===== src/rtl/lbc_div.sv =====
// Pipelined restoring divider: o_quo = floor(i_num * 2^FracBits / i_den),
// valid when i_num < 4 * i_den. One quotient bit per stage.
module lbc_div #(
    parameter int MagBits  = 17,
    parameter int FracBits = 20
) (
    input  logic                  i_clk,
    input  logic [MagBits-1:0]    i_num,
    input  logic [MagBits-1:0]    i_den,
    output logic [FracBits+1:0]   o_quo
);

    localparam int Steps = FracBits + 2;

    logic [MagBits-1:0] r_rem [Steps];
    logic [MagBits-1:0] r_den [Steps];
    logic [1:0]         r_lo  [Steps];
    logic [Steps-1:0]   r_quo [Steps];

    for (genvar j = 0; j < Steps; j++) begin : g_step
        logic [MagBits-1:0] rem_in;
        logic [MagBits-1:0] den_in;
        logic [1:0]         lo_in;
        logic [Steps-1:0]   quo_in;
        logic [MagBits:0]   shifted;
        logic [MagBits:0]   diff;
        logic               ge;
        logic [MagBits-1:0] n_rem;

        if (j == 0) begin : g_first
            // the top partial remainder is the numerator without its two low bits
            assign rem_in = {2'b00, i_num[MagBits-1:2]};
            assign den_in = i_den;
            assign lo_in  = i_num[1:0];
            assign quo_in = '0;
        end else begin : g_next
            assign rem_in = r_rem[j-1];
            assign den_in = r_den[j-1];
            assign lo_in  = r_lo[j-1];
            assign quo_in = r_quo[j-1];
        end

        // shift in the next dividend bit, compare and subtract
        always_comb begin
            shifted = {rem_in, lo_in[1]};
            diff    = shifted - {1'b0, den_in};
            ge      = (shifted >= {1'b0, den_in});
            n_rem   = ge ? diff[MagBits-1:0] : shifted[MagBits-1:0];
        end

        always_ff @(posedge i_clk) begin
            r_rem[j] <= n_rem;
            r_den[j] <= den_in;
            r_lo[j]  <= {lo_in[0], 1'b0};
            r_quo[j] <= {quo_in[Steps-2:0], ge};
        end
    end

    assign o_quo = r_quo[Steps-1];

endmodule


===== config.mk =====
export PLATFORM = sky130hd
export DESIGN_NAME = lbc_div
export DESIGN_NICKNAME = d
export VERILOG_FILES = /design/src/rtl/lbc_div.sv
export SDC_FILE = /design/constraint.sdc
export NUM_CORES = 2
export LEC_CHECK = 0
export ABC_AREA = 1
export BUFFER_PORTS_ARGS = -buffer_cell sky130_fd_sc_hd__buf_4
export CORE_ASPECT_RATIO = 0.7
export CORE_MARGIN = 2
export CORE_UTILIZATION = 55
export DETAILED_ROUTE_END_ITERATION = 7
export GPL_TIMING_DRIVEN = 0
export PLACE_DENSITY_LB_ADDON = 0.05
export SLEW_MARGIN = 20
export SYNTH_ARGS = -nofsm -noshare
export SYNTH_HDL_FRONTEND = slang
export SYNTH_SLANG_ARGS = --single-unit

===== constraint.sdc =====
create_clock -name i_clk -period 5.1 [get_ports i_clk]
set_clock_uncertainty 0.2 [all_clocks]
set_input_delay 1.02 -clock i_clk [delete_from_list [all_inputs] [get_ports i_clk]]
set_output_delay 1.02 -clock i_clk [all_outputs]
set_load 0.05 [all_outputs]

==> flow_summary_export.csv <==
group,metric,value,unit
setup_path,r2r_slack,2.60,ns
logic_synthesis,synth_cell_types,38,
power_and_ir_drop,p_total,36.7,mW
clock_tree,clkSinkCount,968,
clock_tree,cts-resized-gates,0,
place,portBuffers,56,
setup_path,required,5.46,ns
place,hpwl,93100,µm
drt,vias,40100,
die,ios,57,
sta,finalSetupTns,0,ns
power_and_ir_drop,powerDensity,687,nW/µm²
clock_tree,cts_buffers,91,
die,fp.coreArea,86600,µm²
clock_tree,clk_latency,0.69,ns
global_routing,grt_pass1_wl,188000,µm
clock_tree,ctsLongestPathBuffers,3,
logic_synthesis,ys_ff_latch,968,
place,place_ws,2.13,ns
clock_tree,post_cts_buffers,0,
setup_path,critical_path_class,"register to register",
setup_path,slowest_stage,"dfxtp_1",
setup_path,worstPathMaxFanout,10,
power_and_ir_drop,leakage,30.7,nW
outcome,outcome,"completed",
die,start_util,55.9,%
finish,area_delta_synth_final,10.6,%
setup_path,end_kind,"register",
drt,drc,0,
sta,finalHoldViolations,0,
finish,multi_input_area,23400,µm²
drt,ant_nets,0,
setup_path,startpoint_type,"register",
die,dieArea,90400,µm²
clock_tree,cts.htree.levels,3,
logic_synthesis,synth_nets,7358,
sta,setup_violations,0,
logic_synthesis,yosysTopAreaCell,"dfxtp_1",
sta,rsz0062_at_grt,"no",
die,core.rowCount,90,
logic_synthesis,ys_warn_count,0,
power_and_ir_drop,ir_drop,0.000387,V
place,dp.cells,8136,
drt,via_per_inst,4.83,
finish,final_cell_area,53500,µm²
finish,register_area,19400,µm²
sta,max_freq,400,MHz
setup_path,arrival,2.86,ns
logic_synthesis,avgSynthCellArea,6.98,µm²
logic_synthesis,syn-cell-area,48400,µm²
sta,slew_headroom,63.2,%
logic_synthesis,netlist_top_cells_area,"dfxtp_1 40%, nand2_1 21%, inv_1 10%",
finish,final_common_cell,"nand2_1",
clock_tree,ctsHoldBuffers,0,
setup_path,rr_worst_depth,12,
drt,dr.pass1.iters,5,
job,cap_violations,0,
setup_path,slowest_delay,0.38,ns
sta,fin_ws,2.60,ns
finish,diodes,0,
drt,drt_wl_total,116000,µm
finish,filler_cell_count,8132,
logic_synthesis,syn_inst,6930,
global_routing,grt_antenna_before_repair,1,
logic_synthesis,ys_seq_area_share,40.1,%
setup_path,crit_chain,"inv_1 -> ha_1 -> inv_1 -> nor2_1 -> nand4_1 -> nor2_1 -> nor2_1 -> nand2_4 -> inv_4 -> buf_6 -> nand2_1 -> nand2_1",
global_routing,grt.overflow.total,0,
clock_tree,cts_tree,"built",
min_path,hold_path.class,"register to register",
finish,instances_no_fill,8304,
finish,final_cell_mix,"2749 x nand2_1, 1338 x inv_1, 968 x dfxtp_1, 374 x nand3_1, 372 x ha_1",
place,dpl-instance-area,50200,µm²
logic_synthesis,synth_top_area_share,40.1,%
clock_tree,root_buffer,"clkbuf_16",
sta,min_period,2.50,ns
sta,finalMaxSlewViolations,0,
global_routing,grt_max_degree,17,
global_routing,grt_pass1_vias,36700,
finish,final_util,61.8,%
min_path,hold_depth,0,
drt,avgRoutedWirePerCell,14.0,µm
die,dieWidth,358,µm
place,place.gp.congestion,0.943,
drt,drtIter0Drc,3096,
sta,holdWs,0.122,ns
finish,drive_gt1_share,5.61,%
sta,worst_pin_slew,0.547,ns
die,fp.dieH,252,µm
clock_tree,clk_pin_slew,0.07,ns
global_routing,track_usage,25.9,%
setup_path,cpMostUsedCell,"nor2_1",
finish,layout.nets,7507,
sta,finalCritPeriodShare,49.1,%
[cell usage after synthesis, drive strengths merged]
library cell and count:
nand3b 116, nor3 87, fa 21, nor2 305, o21a 1, nor4 15, buf 46, clkbuf 1
xnor2 35, or2 68, dfxtp 968, a21oi 197, and3 1, ha 372, nand4 38, nand2 2790
nand3 381, o2111ai 1, o21ai 22, xor2 95, o211ai 1, inv 1359, and2 10
[worst paths after layout]
| kind | startpoint | to |
|---|---|---|
| setup reg to reg | r_den[1][67] | r_rem[1][82] |
| hold reg to reg | r_quo[2][5] | r_quo[2][28] |
| hold / removal | r_quo[2][5] | r_quo[2][28] |
| setup / recovery | r_den[1][67] | r_rem[1][82] |
[metal layers]
layer | track usage, % | routed length (µm) | up-vias
met4 | 5.39 | 1950 | 0
met2 | 39.0 | 47900 | 987
met3 | 3.94 | 7440 | 134
met1 | 39.0 | 59000 | 17800
li1 | - | - | 21200
met5 | 0 | 0 | -
[cell families (layout without fill, tap and decap cells)]
group | after synthesis | in the layout | synth area share [%]
and+or+nand+nor | 3811 | 3811 | 33.2
DFF | 968 | 968 | 40.1
xor gates and xnor gates | 130 | 130 | 2.35
AOI/OAI and AO/OA | 222 | 222 | 2.32
adders and majority gates | 393 | 393 | 10.5
buffers and inverters | 1406 | 1630 | 11.6
[worst max-delay path: cells and delay by family (launching register included)]
kind | cells | cell delay (ns)
simple gates | 7 | 1.11
fa+ha+maj | 1 | 0.28
buf+inv | 4 | 0.38
flops | 1 | 0.38
[state kept, by name, indices dropped and copies added (netlist names)]
name	cells
r_lo	1
r_quo	253
r_rem	357
r_den	357
[layout make-up]
cell class              count  share of cell area (%)
multi-input cells        4556                    43.7
flip-flops and latches    968                    36.2
inverters                1359                    9.61
clock buffers             120                    4.77
well taps                1150                    2.69
clock inverters            48                    1.31
plain buffers              47                   0.891
repair buffers             56                   0.786
[where the power goes]
group          total (mW)  switching [mW]  leakage (nW)  internal, mW
Sequential           11.5            1.39          8.16          10.2
Clock                7.22            3.03          1.58          4.19
Combinational        18.0            11.6          21.0          6.35
No activity file was read; power rests on OpenSTA's default activity.
